**src/hw/rtl/lpc_pkg.sv**
```systemverilog
package lpc_pkg;

   // sensor array and field widths
   localparam int NumSensors = 8;
   localparam int SensorIdxW = 3;
   localparam int TimeW      = 11;
   localparam int CsrIdxW    = 4;
   localparam int PosW       = 16;

   // saturation point of a discharge time, in ticks
   localparam logic [TimeW-1:0] TimeoutCount = 11'd2000;

   // fixed point: weights are unsigned q1.12
   localparam int QFrac  = 12;
   localparam int WeightW = QFrac + 1;
   localparam int WsumW  = 16;
   localparam int IsumW  = 18;
   localparam int ProdW  = 18;

   // shared divider geometry
   localparam int DivNumW   = 31;
   localparam int DivDenW   = 17;
   localparam int DivQW     = 16;
   localparam int DivCntW   = 3;
   localparam int QueueDepth = 2;

   localparam logic [ProdW-1:0]  PctScale   = 18'd100;
   localparam logic [WsumW-1:0]  HalfWeight = 16'd2048;
   localparam logic signed [PosW-1:0] CenterQ   = 16'sd14336;
   localparam logic signed [PosW-1:0] LostPos   = 16'sd16384;
   localparam logic signed [PosW-1:0] NearZeroQ = 16'sd820;

   // one classified scan, ready for the weight divisions
   typedef struct packed {
      logic [NumSensors-1:0][TimeW-1:0] num;
      logic [NumSensors-1:0][TimeW-1:0] den;
   } lpc_job_type;

   typedef struct packed {
      logic busy;
      logic done;
   } lpc_div_stat_type;

   typedef enum logic [3:0] {
      S_IDLE   = 4'b0001,
      S_WEIGHT = 4'b0010,
      S_CENT   = 4'b0100,
      S_EMIT   = 4'b1000
   } lpc_state_type;

endpackage

```
**src/hw/rtl/lpc_req_if.sv**
```systemverilog
interface lpc_req_if;
   import lpc_pkg::*;

   logic             valid;
   logic             ready;
   logic [TimeW-1:0] time_0;
   logic [TimeW-1:0] time_1;
   logic [TimeW-1:0] time_2;
   logic [TimeW-1:0] time_3;
   logic [TimeW-1:0] time_4;
   logic [TimeW-1:0] time_5;
   logic [TimeW-1:0] time_6;
   logic [TimeW-1:0] time_7;

   modport source (
      output valid, time_0, time_1, time_2, time_3, time_4, time_5, time_6, time_7,
      input  ready
   );

   modport sink (
      input  valid, time_0, time_1, time_2, time_3, time_4, time_5, time_6, time_7,
      output ready
   );

endinterface

```
**src/hw/rtl/lpc_rsp_if.sv**
```systemverilog
interface lpc_rsp_if;
   import lpc_pkg::*;

   logic                   valid;
   logic                   ready;
   logic signed [PosW-1:0] position;
   logic                   line_lost;

   modport source (
      output valid, position, line_lost,
      input  ready
   );

   modport sink (
      input  valid, position, line_lost,
      output ready
   );

endinterface

```
**src/hw/rtl/lpc_front.sv**
```systemverilog
module lpc_front (
   input  logic                          clock,
   input  logic                          reset,
   input  logic                          csr_we,
   input  logic [lpc_pkg::CsrIdxW-1:0]   csr_index,
   input  logic [lpc_pkg::TimeW-1:0]     csr_wdata,
   lpc_req_if.sink                       req_bus,
   input  logic                          q_full,
   output logic                          q_push,
   output lpc_pkg::lpc_job_type          q_job
);
   import lpc_pkg::*;

   logic [NumSensors-1:0][TimeW-1:0] min_ff;
   logic [NumSensors-1:0][TimeW-1:0] min_in;
   logic [NumSensors-1:0][TimeW-1:0] t_raw;
   logic [TimeW-1:0]                 t_c;
   logic [TimeW-1:0]                 num;
   logic [TimeW-1:0]                 den;
   logic                             zero;

   // calibration minimums
   always_comb begin
      min_in = min_ff;
      if (csr_we && (csr_index < CsrIdxW'(NumSensors))) begin
         min_in[csr_index[SensorIdxW-1:0]] = csr_wdata;
      end
   end

   always_ff @(posedge clock) begin
      if (reset) begin
         min_ff <= '0;
      end else begin
         min_ff <= min_in;
      end
   end

   assign req_bus.ready = !q_full;
   assign q_push        = req_bus.valid && !q_full;

   assign t_raw[0] = req_bus.time_0;
   assign t_raw[1] = req_bus.time_1;
   assign t_raw[2] = req_bus.time_2;
   assign t_raw[3] = req_bus.time_3;
   assign t_raw[4] = req_bus.time_4;
   assign t_raw[5] = req_bus.time_5;
   assign t_raw[6] = req_bus.time_6;
   assign t_raw[7] = req_bus.time_7;

   // clamp, offset and drop weights under one percent
   always_comb begin
      q_job = '0;
      t_c   = '0;
      num   = '0;
      den   = '0;
      zero  = 1'b0;
      for (int i = 0; i < NumSensors; i++) begin
         t_c  = (t_raw[i] > TimeoutCount) ? TimeoutCount : t_raw[i];
         num  = t_c - min_ff[i];
         den  = TimeoutCount - min_ff[i];
         zero = (min_ff[i] >= TimeoutCount) || (t_c <= min_ff[i]) ||
                ((ProdW'(num) * PctScale) < ProdW'(den));
         q_job.num[i] = zero ? '0 : num;
         q_job.den[i] = zero ? TimeW'(1) : den;
      end
   end

endmodule

```
**src/hw/rtl/lpc_queue.sv**
```systemverilog
module lpc_queue (
   input  logic                 clock,
   input  logic                 reset,
   input  logic                 push,
   input  lpc_pkg::lpc_job_type push_job,
   input  logic                 pop,
   output lpc_pkg::lpc_job_type head_job,
   output logic                 full,
   output logic                 not_empty
);
   import lpc_pkg::*;

   lpc_job_type slot_ff [QueueDepth];
   logic [$clog2(QueueDepth)-1:0] wr_ptr_ff;
   logic [$clog2(QueueDepth)-1:0] rd_ptr_ff;
   logic [$clog2(QueueDepth):0]   cnt_ff;
   logic [$clog2(QueueDepth):0]   cnt_in;

   assign full      = (cnt_ff == ($clog2(QueueDepth)+1)'(QueueDepth));
   assign not_empty = (cnt_ff != '0);
   assign head_job  = slot_ff[rd_ptr_ff];

   always_comb begin
      cnt_in = cnt_ff;
      if (push && !pop) begin
         cnt_in = cnt_ff + 1'b1;
      end else if (pop && !push) begin
         cnt_in = cnt_ff - 1'b1;
      end
   end

   always_ff @(posedge clock) begin
      if (reset) begin
         wr_ptr_ff <= '0;
         rd_ptr_ff <= '0;
         cnt_ff    <= '0;
      end else begin
         cnt_ff <= cnt_in;
         if (push) begin
            wr_ptr_ff <= wr_ptr_ff + 1'b1;
         end
         if (pop) begin
            rd_ptr_ff <= rd_ptr_ff + 1'b1;
         end
      end
   end

   always_ff @(posedge clock) begin
      if (push) begin
         slot_ff[wr_ptr_ff] <= push_job;
      end
   end

`ifndef SYNTHESIS
   a_no_overflow: assert property (@(posedge clock) disable iff (reset)
      full |-> !push || pop)
      else $error("word pushed into full queue");
   a_no_underflow: assert property (@(posedge clock) disable iff (reset)
      !not_empty |-> !pop)
      else $error("pop from empty queue");
   a_count_range: assert property (@(posedge clock) disable iff (reset)
      cnt_ff <= ($clog2(QueueDepth)+1)'(QueueDepth))
      else $error("queue count out of range");
`endif

endmodule

```
**src/hw/rtl/lpc_div.sv**
```systemverilog
module lpc_div (
   input  logic                          clock,
   input  logic                          reset,
   input  logic                          start,
   input  logic                          wide,
   input  logic [lpc_pkg::DivNumW-1:0]   dividend,
   input  logic [lpc_pkg::DivDenW-1:0]   divisor,
   output logic [lpc_pkg::DivQW-1:0]     quotient,
   output lpc_pkg::lpc_div_stat_type     stat
);
   import lpc_pkg::*;

   logic [DivDenW-1:0] rem_ff, rem_in;
   logic [DivQW-1:0]   shf_ff, shf_in;
   logic [DivQW-1:0]   quo_ff, quo_in;
   logic [DivDenW-1:0] dsr_ff;
   logic [DivCntW-1:0] cnt_ff;
   logic               busy_ff;
   logic               done_ff;
   logic [DivDenW:0]   trial;
   logic               hit;

   // two restoring steps per cycle
   always_comb begin
      rem_in = rem_ff;
      shf_in = shf_ff;
      quo_in = quo_ff;
      trial  = '0;
      hit    = 1'b0;
      for (int i = 0; i < 2; i++) begin
         trial = {rem_in, shf_in[DivQW-1]};
         hit   = (trial >= {1'b0, dsr_ff});
         if (hit) begin
            trial = trial - {1'b0, dsr_ff};
         end
         rem_in = trial[DivDenW-1:0];
         shf_in = {shf_in[DivQW-2:0], 1'b0};
         quo_in = {quo_in[DivQW-2:0], hit};
      end
   end

   always_ff @(posedge clock) begin
      if (reset) begin
         busy_ff <= 1'b0;
         done_ff <= 1'b0;
         cnt_ff  <= '0;
      end else begin
         done_ff <= 1'b0;
         if (start) begin
            busy_ff <= 1'b1;
            cnt_ff  <= wide ? DivCntW'(DivQW/2 - 1) : DivCntW'(DivQW/2 - 2);
         end else if (busy_ff) begin
            if (cnt_ff == '0) begin
               busy_ff <= 1'b0;
               done_ff <= 1'b1;
            end else begin
               cnt_ff <= cnt_ff - 1'b1;
            end
         end
      end
   end

   // narrow mode yields 14 quotient bits, wide mode 16
   always_ff @(posedge clock) begin
      if (start) begin
         dsr_ff <= divisor;
         quo_ff <= '0;
         if (wide) begin
            rem_ff <= DivDenW'(dividend[DivNumW-1:DivQW]);
            shf_ff <= dividend[DivQW-1:0];
         end else begin
            rem_ff <= dividend[DivNumW-1:DivQW-2];
            shf_ff <= {dividend[DivQW-3:0], 2'b00};
         end
      end else if (busy_ff) begin
         rem_ff <= rem_in;
         shf_ff <= shf_in;
         quo_ff <= quo_in;
      end
   end

   assign quotient  = quo_ff;
   assign stat.busy = busy_ff;
   assign stat.done = done_ff;

endmodule

```
**src/hw/rtl/lpc_back.sv**
```systemverilog
module lpc_back (
   input  logic                 clock,
   input  logic                 reset,
   input  logic                 job_valid,
   input  lpc_pkg::lpc_job_type job,
   output logic                 job_pop,
   lpc_rsp_if.source            rsp_bus
);
   import lpc_pkg::*;

   lpc_state_type              state_ff, state_in;
   lpc_job_type                job_ff;
   logic [SensorIdxW-1:0]      idx_ff;
   logic [WsumW-1:0]           wsum_ff, wsum_in;
   logic [IsumW-1:0]           isum_ff, isum_in;
   logic                       go_ff;
   logic signed [PosW-1:0]     res_pos_ff, res_pos_in;
   logic                       res_lost_ff;
   logic                       out_valid_ff;
   logic signed [PosW-1:0]     out_pos_ff;
   logic                       out_lost_ff;
   logic signed [PosW-1:0]     last_pos_ff;
   logic                       out_load;

   logic                       div_wide;
   logic [DivNumW-1:0]         div_dividend;
   logic [DivDenW-1:0]         div_divisor;
   logic [DivQW-1:0]           div_quo;
   lpc_div_stat_type           div_stat;
   logic [WeightW-1:0]         weight;
   logic signed [PosW-1:0]     lost_pos;

   lpc_div u_div (
      .clock    (clock),
      .reset    (reset),
      .start    (go_ff),
      .wide     (div_wide),
      .dividend (div_dividend),
      .divisor  (div_divisor),
      .quotient (div_quo),
      .stat     (div_stat)
   );

   // weight: num * 4096 / den; centroid: (isum * 8192 + wsum) / (2 * wsum)
   always_comb begin
      div_wide = (state_ff == S_CENT);
      if (div_wide) begin
         div_dividend = {isum_ff, (QFrac+1)'(0)} + DivNumW'(wsum_ff);
         div_divisor  = {wsum_ff, 1'b0};
      end else begin
         div_dividend = DivNumW'({job_ff.num[idx_ff], QFrac'(0)});
         div_divisor  = DivDenW'(job_ff.den[idx_ff]);
      end
   end

   assign weight  = div_quo[WeightW-1:0];
   assign wsum_in = wsum_ff + WsumW'(weight);
   assign isum_in = isum_ff + (IsumW'(idx_ff) * IsumW'(weight));

   always_comb begin
      if (last_pos_ff >= NearZeroQ) begin
         lost_pos = LostPos;
      end else if (last_pos_ff <= -NearZeroQ) begin
         lost_pos = -LostPos;
      end else begin
         lost_pos = '0;
      end
   end

   assign res_pos_in = CenterQ - $signed(div_quo);
   assign out_load   = (state_ff == S_EMIT) && (!out_valid_ff || rsp_bus.ready);
   assign job_pop    = (state_ff == S_IDLE) && job_valid;

   always_comb begin
      state_in = state_ff;
      unique case (state_ff)
         S_IDLE: begin
            if (job_valid) begin
               state_in = S_WEIGHT;
            end
         end
         S_WEIGHT: begin
            if (div_stat.done && (idx_ff == SensorIdxW'(NumSensors-1))) begin
               state_in = (wsum_in < HalfWeight) ? S_EMIT : S_CENT;
            end
         end
         S_CENT: begin
            if (div_stat.done) begin
               state_in = S_EMIT;
            end
         end
         S_EMIT: begin
            if (out_load) begin
               state_in = S_IDLE;
            end
         end
         default: state_in = S_IDLE;
      endcase
   end

   always_ff @(posedge clock) begin
      if (reset) begin
         state_ff     <= S_IDLE;
         go_ff        <= 1'b0;
         out_valid_ff <= 1'b0;
         last_pos_ff  <= '0;
      end else begin
         state_ff <= state_in;
         go_ff    <= 1'b0;
         if (job_pop) begin
            go_ff <= 1'b1;
         end
         if ((state_ff == S_WEIGHT) && div_stat.done) begin
            if (idx_ff != SensorIdxW'(NumSensors-1)) begin
               go_ff <= 1'b1;
            end else if (wsum_in >= HalfWeight) begin
               go_ff <= 1'b1;
            end
         end
         if (out_load) begin
            out_valid_ff <= 1'b1;
            last_pos_ff  <= res_pos_ff;
         end else if (rsp_bus.ready) begin
            out_valid_ff <= 1'b0;
         end
      end
   end

   // datapath registers
   always_ff @(posedge clock) begin
      if (job_pop) begin
         job_ff  <= job;
         idx_ff  <= '0;
         wsum_ff <= '0;
         isum_ff <= '0;
      end
      if ((state_ff == S_WEIGHT) && div_stat.done) begin
         idx_ff  <= idx_ff + 1'b1;
         wsum_ff <= wsum_in;
         isum_ff <= isum_in;
         if ((idx_ff == SensorIdxW'(NumSensors-1)) && (wsum_in < HalfWeight)) begin
            res_pos_ff  <= lost_pos;
            res_lost_ff <= 1'b1;
         end
      end
      if ((state_ff == S_CENT) && div_stat.done) begin
         res_pos_ff  <= res_pos_in;
         res_lost_ff <= 1'b0;
      end
      if (out_load) begin
         out_pos_ff  <= res_pos_ff;
         out_lost_ff <= res_lost_ff;
      end
   end

   assign rsp_bus.valid     = out_valid_ff;
   assign rsp_bus.position  = out_pos_ff;
   assign rsp_bus.line_lost = out_lost_ff;

`ifndef SYNTHESIS
   a_lost_value: assert property (@(posedge clock) disable iff (reset)
      (out_load && res_lost_ff) |->
         (res_pos_ff == LostPos || res_pos_ff == -LostPos || res_pos_ff == '0))
      else $error("lost-line word with unexpected position");
   a_centroid_range: assert property (@(posedge clock) disable iff (reset)
      (out_load && !res_lost_ff) |->
         (res_pos_ff <= CenterQ && res_pos_ff >= -CenterQ))
      else $error("centroid position out of range");
   a_div_owner: assert property (@(posedge clock) disable iff (reset)
      div_stat.done |-> (state_ff == S_WEIGHT || state_ff == S_CENT))
      else $error("divider finished outside a division state");
   a_div_start_idle: assert property (@(posedge clock) disable iff (reset)
      go_ff |-> !div_stat.busy)
      else $error("divider started while busy");
   a_last_tracks: assert property (@(posedge clock) disable iff (reset)
      out_load |=> (last_pos_ff == rsp_bus.position))
      else $error("held position differs from the word sent");
`endif

endmodule

```
**src/hw/rtl/line_position_centroid.sv**
```systemverilog
// channel   dir  handshake            payload
// req_bus   in   valid / ready        time_0 .. time_7, 11 bit ticks
// rsp_bus   out  valid / ready        position (q.12 signed), line_lost
// csr_*     in   csr_we, no handshake csr_index 0..7 -> min_level_i, csr_wdata
//
// a word holds the back end through one queue pop, eight weight divisions (start,
// 7 radix-4 steps, done), one centroid division of 8 steps that is skipped when the
// line is lost, and one load of the output register
// reset clears the calibration minimums, the held position and all valid flags
// the front takes a word whenever the two-entry queue has room; a stalled
// result sits in the output register while the next word is already divided
module line_position_centroid (
   input  logic                        clock,
   input  logic                        reset,
   input  logic                        csr_we,
   input  logic [lpc_pkg::CsrIdxW-1:0] csr_index,
   input  logic [lpc_pkg::TimeW-1:0]   csr_wdata,
   lpc_req_if.sink                     req_bus,
   lpc_rsp_if.source                   rsp_bus
);
   import lpc_pkg::*;

   // front to back queue
   lpc_job_type push_job;
   lpc_job_type head_job;
   logic        q_push;
   logic        q_pop;
   logic        q_full;
   logic        q_not_empty;

   // clamps the times, applies calibration and flags dead sensors
   lpc_front u_front (
      .clock     (clock),
      .reset     (reset),
      .csr_we    (csr_we),
      .csr_index (csr_index),
      .csr_wdata (csr_wdata),
      .req_bus   (req_bus),
      .q_full    (q_full),
      .q_push    (q_push),
      .q_job     (push_job)
   );

   // lets the front keep accepting while the divider is busy
   lpc_queue u_queue (
      .clock     (clock),
      .reset     (reset),
      .push      (q_push),
      .push_job  (push_job),
      .pop       (q_pop),
      .head_job  (head_job),
      .full      (q_full),
      .not_empty (q_not_empty)
   );

   // weights, centroid, lost-line fallback and the output register
   lpc_back u_back (
      .clock     (clock),
      .reset     (reset),
      .job_valid (q_not_empty),
      .job       (head_job),
      .job_pop   (q_pop),
      .rsp_bus   (rsp_bus)
   );

endmodule

```
**src/flat_wrapper.sv**
```systemverilog
// flat-port wrapper written by rule: the top's interface ports become plain ports
module line_position_centroid_flat import lpc_pkg::*;
  (clock, reset, csr_we, csr_index, csr_wdata, req_bus_valid, req_bus_time_0, req_bus_time_1, req_bus_time_2, req_bus_time_3, req_bus_time_4, req_bus_time_5, req_bus_time_6, req_bus_time_7, req_bus_ready, rsp_bus_valid, rsp_bus_position, rsp_bus_line_lost, rsp_bus_ready);
  lpc_req_if req_bus_i ();
  lpc_rsp_if rsp_bus_i ();
  input  logic clock;
  input  logic reset;
  input  logic csr_we;
  input  logic [lpc_pkg::CsrIdxW-1:0] csr_index;
  input  logic [lpc_pkg::TimeW-1:0] csr_wdata;
  input wire logic [$bits(req_bus_i.valid)-1:0] req_bus_valid;
  input wire logic [$bits(req_bus_i.time_0)-1:0] req_bus_time_0;
  input wire logic [$bits(req_bus_i.time_1)-1:0] req_bus_time_1;
  input wire logic [$bits(req_bus_i.time_2)-1:0] req_bus_time_2;
  input wire logic [$bits(req_bus_i.time_3)-1:0] req_bus_time_3;
  input wire logic [$bits(req_bus_i.time_4)-1:0] req_bus_time_4;
  input wire logic [$bits(req_bus_i.time_5)-1:0] req_bus_time_5;
  input wire logic [$bits(req_bus_i.time_6)-1:0] req_bus_time_6;
  input wire logic [$bits(req_bus_i.time_7)-1:0] req_bus_time_7;
  output wire logic [$bits(req_bus_i.ready)-1:0] req_bus_ready;
  output wire logic [$bits(rsp_bus_i.valid)-1:0] rsp_bus_valid;
  output wire logic [$bits(rsp_bus_i.position)-1:0] rsp_bus_position;
  output wire logic [$bits(rsp_bus_i.line_lost)-1:0] rsp_bus_line_lost;
  input wire logic [$bits(rsp_bus_i.ready)-1:0] rsp_bus_ready;
  assign req_bus_i.valid = req_bus_valid;
  assign req_bus_i.time_0 = req_bus_time_0;
  assign req_bus_i.time_1 = req_bus_time_1;
  assign req_bus_i.time_2 = req_bus_time_2;
  assign req_bus_i.time_3 = req_bus_time_3;
  assign req_bus_i.time_4 = req_bus_time_4;
  assign req_bus_i.time_5 = req_bus_time_5;
  assign req_bus_i.time_6 = req_bus_time_6;
  assign req_bus_i.time_7 = req_bus_time_7;
  assign req_bus_ready = req_bus_i.ready;
  assign rsp_bus_valid = rsp_bus_i.valid;
  assign rsp_bus_position = rsp_bus_i.position;
  assign rsp_bus_line_lost = rsp_bus_i.line_lost;
  assign rsp_bus_i.ready = rsp_bus_ready;
  line_position_centroid u_core (.clock(clock), .reset(reset), .csr_we(csr_we), .csr_index(csr_index), .csr_wdata(csr_wdata), .req_bus(req_bus_i), .rsp_bus(rsp_bus_i));
endmodule
```
**config.mk**
```make
export PLATFORM = sky130hd
export DESIGN_NAME = line_position_centroid_flat
export DESIGN_NICKNAME = d
export VERILOG_FILES = /design/src/hw/rtl/lpc_pkg.sv /design/src/hw/rtl/lpc_req_if.sv /design/src/hw/rtl/lpc_rsp_if.sv /design/src/hw/rtl/lpc_front.sv /design/src/hw/rtl/lpc_queue.sv /design/src/hw/rtl/lpc_div.sv /design/src/hw/rtl/lpc_back.sv /design/src/hw/rtl/line_position_centroid.sv /design/src/flat_wrapper.sv
export SDC_FILE = /design/constraint.sdc
export NUM_CORES = 2
export LEC_CHECK = 0
export BUFFER_PORTS_ARGS = -buffer_cell sky130_fd_sc_hd__buf_2
export CAP_MARGIN = 20
export CORE_UTILIZATION = 45
export DETAILED_ROUTE_END_ITERATION = 8
export PLACE_DENSITY = 0.71
export SLEW_MARGIN = 25
export SYNTH_ARGS = -nofsm -noshare
export SYNTH_HDL_FRONTEND = slang
export SYNTH_SLANG_ARGS = --single-unit
```
**constraint.sdc**
```tcl
create_clock -name clock -period 21.5 [get_ports clock]
set_clock_uncertainty 0.15 [all_clocks]
set_input_delay 0 -clock clock [delete_from_list [all_inputs] [get_ports clock]]
set_output_delay 0 -clock clock [all_outputs]
set_load 0.02 [all_outputs]
```
==> impl_metrics.yaml <==
status:
  status: "complete, no violations"
route:
  wl_met3_um: 5940
  drc_errors: 0
  wl_per_cell_um: 19.0
  routed_via_density: 5.47
  first_pass_iters: 6
  wl_um: 120000
  m1WireLength_um: 53800
  vias: 34400
  routed-wl-met2_um: 57500
  top_layer: "met5"
  drt_iter0_markers: 2661
  ant_nets: 0
clock_network:
  cts_max_path_buffers: 3
  cts.clk_slew.worst_paths_ps: 60
  insertion_delay_ps: 660
  cts_buffers: 83
  cts_post_setup_buffers_inserted: 0
  htree_levels: 3
  cts_tree: "built"
  cts.sinks: 784
  clockRootBuffer: "clkbuf_16"
  hold_buffers: 63
  cts_resized: 0
timing:
  tightest_slew_ps: 1000
  tns_ps: 0
  drv_slew: 0
  period_needed_ps: 7360
  fmax_mhz: 136
  finalHoldViolations: 0
  rsz0062_at_grt: "false"
  setup_violations: 0
  fin_hold_ws_ps: 41.4
  period_share_pct: 34.2
  relSlewSlack_pct: 33.3
critical_path:
  required_ps: 21710
  cpPeakStageDelay_ps: 710
  path_max_fanout: 15
  crit_arrival_ps: 7570
  startpoint: "req_bus_time_7[0]"
  r2r-start: "u_core.u_front.min_ff[79]"
  critPathLaunchType: "primary input"
  critical-path-slowest-cell: "nor4_1"
  criticalPathCategory: "primary input to register"
  end_kind: "register"
  cpMostUsedCell: "ha_1"
  r2r_cells: 24
finish:
  fin_cells: 6291
  finalNetCount: 5464
  num_antenna_cells: 0
  final_common_cell: "edfxtp_1"
  area_growth_pct: 11.2
  drive_above_1_share_pct: 12.2
  layout_common_cells: "edfxtp_1 (648), ha_1 (547), nor2_1 (466)"
  fin_area_um2: 56000
die:
  num_rows: 122
  fp.dieW_um: 337
  start_util_pct: 45.5
  dieArea_um2: 113000
  ios: 127
  coreArea_um2: 111000
  die_h_um: 337
power_and_ir_drop:
  power_mw: 7.36
  clockPowerShare_pct: 20.4
  power_switching_mw: 2.79
  swShare_pct: 37.9
  p_leak_nw: 23.0
  p_int_mw: 4.57
  ir_worst_vdd_v: 0.000112
  share_comb_of_total_power_pct: 46.4
  power.density_nw_per_um2: 131
  p_seq_share_pct: 33.2
min_path:
  hp-start: "req_bus_time_3[1]"
  worstHoldPathType: "primary input to register"
  hold_path_depth: 5
logic_synthesis:
  ys_types: 93
  ys_warn_count: 0
  syn_nets: 5339
  synth_cells: 4607
  ys_seq_area_share_pct: 44.0
  syn_area_per_cell_um2: 10.9
  synthArstFlopShare_pct: 0
  synth_seq_cells: 784
  ys.flop_type: "edfxtp_1"
  syn_area_um2: 50400
  synth_edf_count: 648
global_routing:
  first_global_vias: 33500
  antenna_found_initial: 3
  track_usage_pct: 21.0
  grt_pass1_wl_um: 185000
  grt_start_max_net_pins: 180
  overflow: 0
placement:
  dp_hpwl_um: 88000
  place_congestion: 0.899
  place_area_um2: 52500
  io_buffers: 126
  placed_cells: 6070
job:
  cap_violations: 0
==> flip-flops by register name, summed over array words and instances (netlist names), 2 cells and up <==
signal	count
u_core.u_queue.slot_ff	352
u_core.u_back.job_ff	176
u_core.u_front.min_ff	88
u_core.u_back.isum_ff	18
u_core.u_back.u_div.dsr_ff	17
u_core.u_back.u_div.rem_ff	17
u_core.u_back.last_pos_ff	16
u_core.u_back.res_pos_ff	16
u_core.u_back.rsp_bus.position	16
u_core.u_back.u_div.quotient	16
u_core.u_back.u_div.shf_ff	16
u_core.u_back.wsum_ff	16
u_core.u_back.state_ff	4
u_core.u_back.idx_ff	3
u_core.u_back.u_div.cnt_ff	3
u_core.u_queue.cnt_ff	2
==> routing by layer <==
layer / vias to the layer above / GRT usage [%]
li1: 16700 / -
met1: 16800 / 28.4
met2: 807 / 35.3
met3: 129 / 2.82
met4: 2 / 5.16
met5: - / 0
==> cells by family after synthesis <==
kind of cell | after synthesis | synth area share (%)
AND/OR/NAND/NOR | 1167 | 10.7
multiplexers | 381 | 9.15
flip-flops | 784 | 44.0
buffers and inverters | 622 | 4.76
AO/OA/AOI/OAI | 726 | 9.44
XOR/XNOR | 303 | 5.26
adder cells (fa/ha/maj) | 624 | 16.6
==> power groups by stage <==
stage	Clock [mW]	Sequential, mW	Combinational (mW)
6_report	1.50	2.44	3.41
5_1_grt	1.58	2.48	3.79
4_1_cts	1.52	2.44	3.40
3_5_place_dp	0	2.46	3.35
3_3_place_gp	0	2.45	3.29
2_1_floorplan	0	2.47	2.61
==> per-stage QoR <==
stage	utilization, %	setup slack, ps
finish	50.6	14140
global route	50.6	13530
CTS	50.5	14230
detailed placement	47.3	14160
global placement	47.3	14260
floorplan	-	517
==> cells in the mapped netlist, types with 58 or more instances <==
master    number  area share [%]
nor3_1        75            0.74
nor2_1       467             3.5
a21oi_1      213             2.1
xnor2_1      181             3.1
xor2_1       122             2.1
clkbuf_1     138             1.0
fa_1          77             3.1
a21o_1       109             1.6
dfxtp_1      136             5.4
nand4_1       58            0.72
mux2_2       194             4.3
nand2_1      264             2.0
edfxtp_1     648              39
mux2i_1      142             2.8
inv_1        443             3.3
o21ai_0      131             1.3
ha_1         547              14
==> worst paths after layout <==
check,endpoint,slack (ps)
hold / removal,u_core.u_queue.slot_ff[0][122],40
setup / recovery,u_core.u_queue.slot_ff[0][79],14140
hold reg to reg,u_core.u_back.rsp_bus.line_lost,290
setup reg to reg,u_core.u_queue.slot_ff[0][79],14420
==> layout make-up <==
| type | count | area, um^2 |
|---|---|---|
| Fill cell | 9747 | 54800 |
| Clock buffer | 97 | 2150 |
| Multi-Input combinational cell | 3201 | 25900 |
| Inverter | 444 | 1670 |
| Clock inverter | 59 | 743 |
| Tap cell | 1488 | 1860 |
| Sequential cell | 784 | 22200 |
| Timing Repair Buffer | 218 | 1530 |
==> critical path, delay by kind of cell <==
kind / cells / cell delay, ps
adders and majority gates: 5 / 1460
and+or+nand+nor: 11 / 2620
buffers and inverters: 3 / 830
AOI/OAI and AO/OA: 9 / 2270
muxes: 1 / 370
Note: power is estimated with default switching activity, not from simulation.
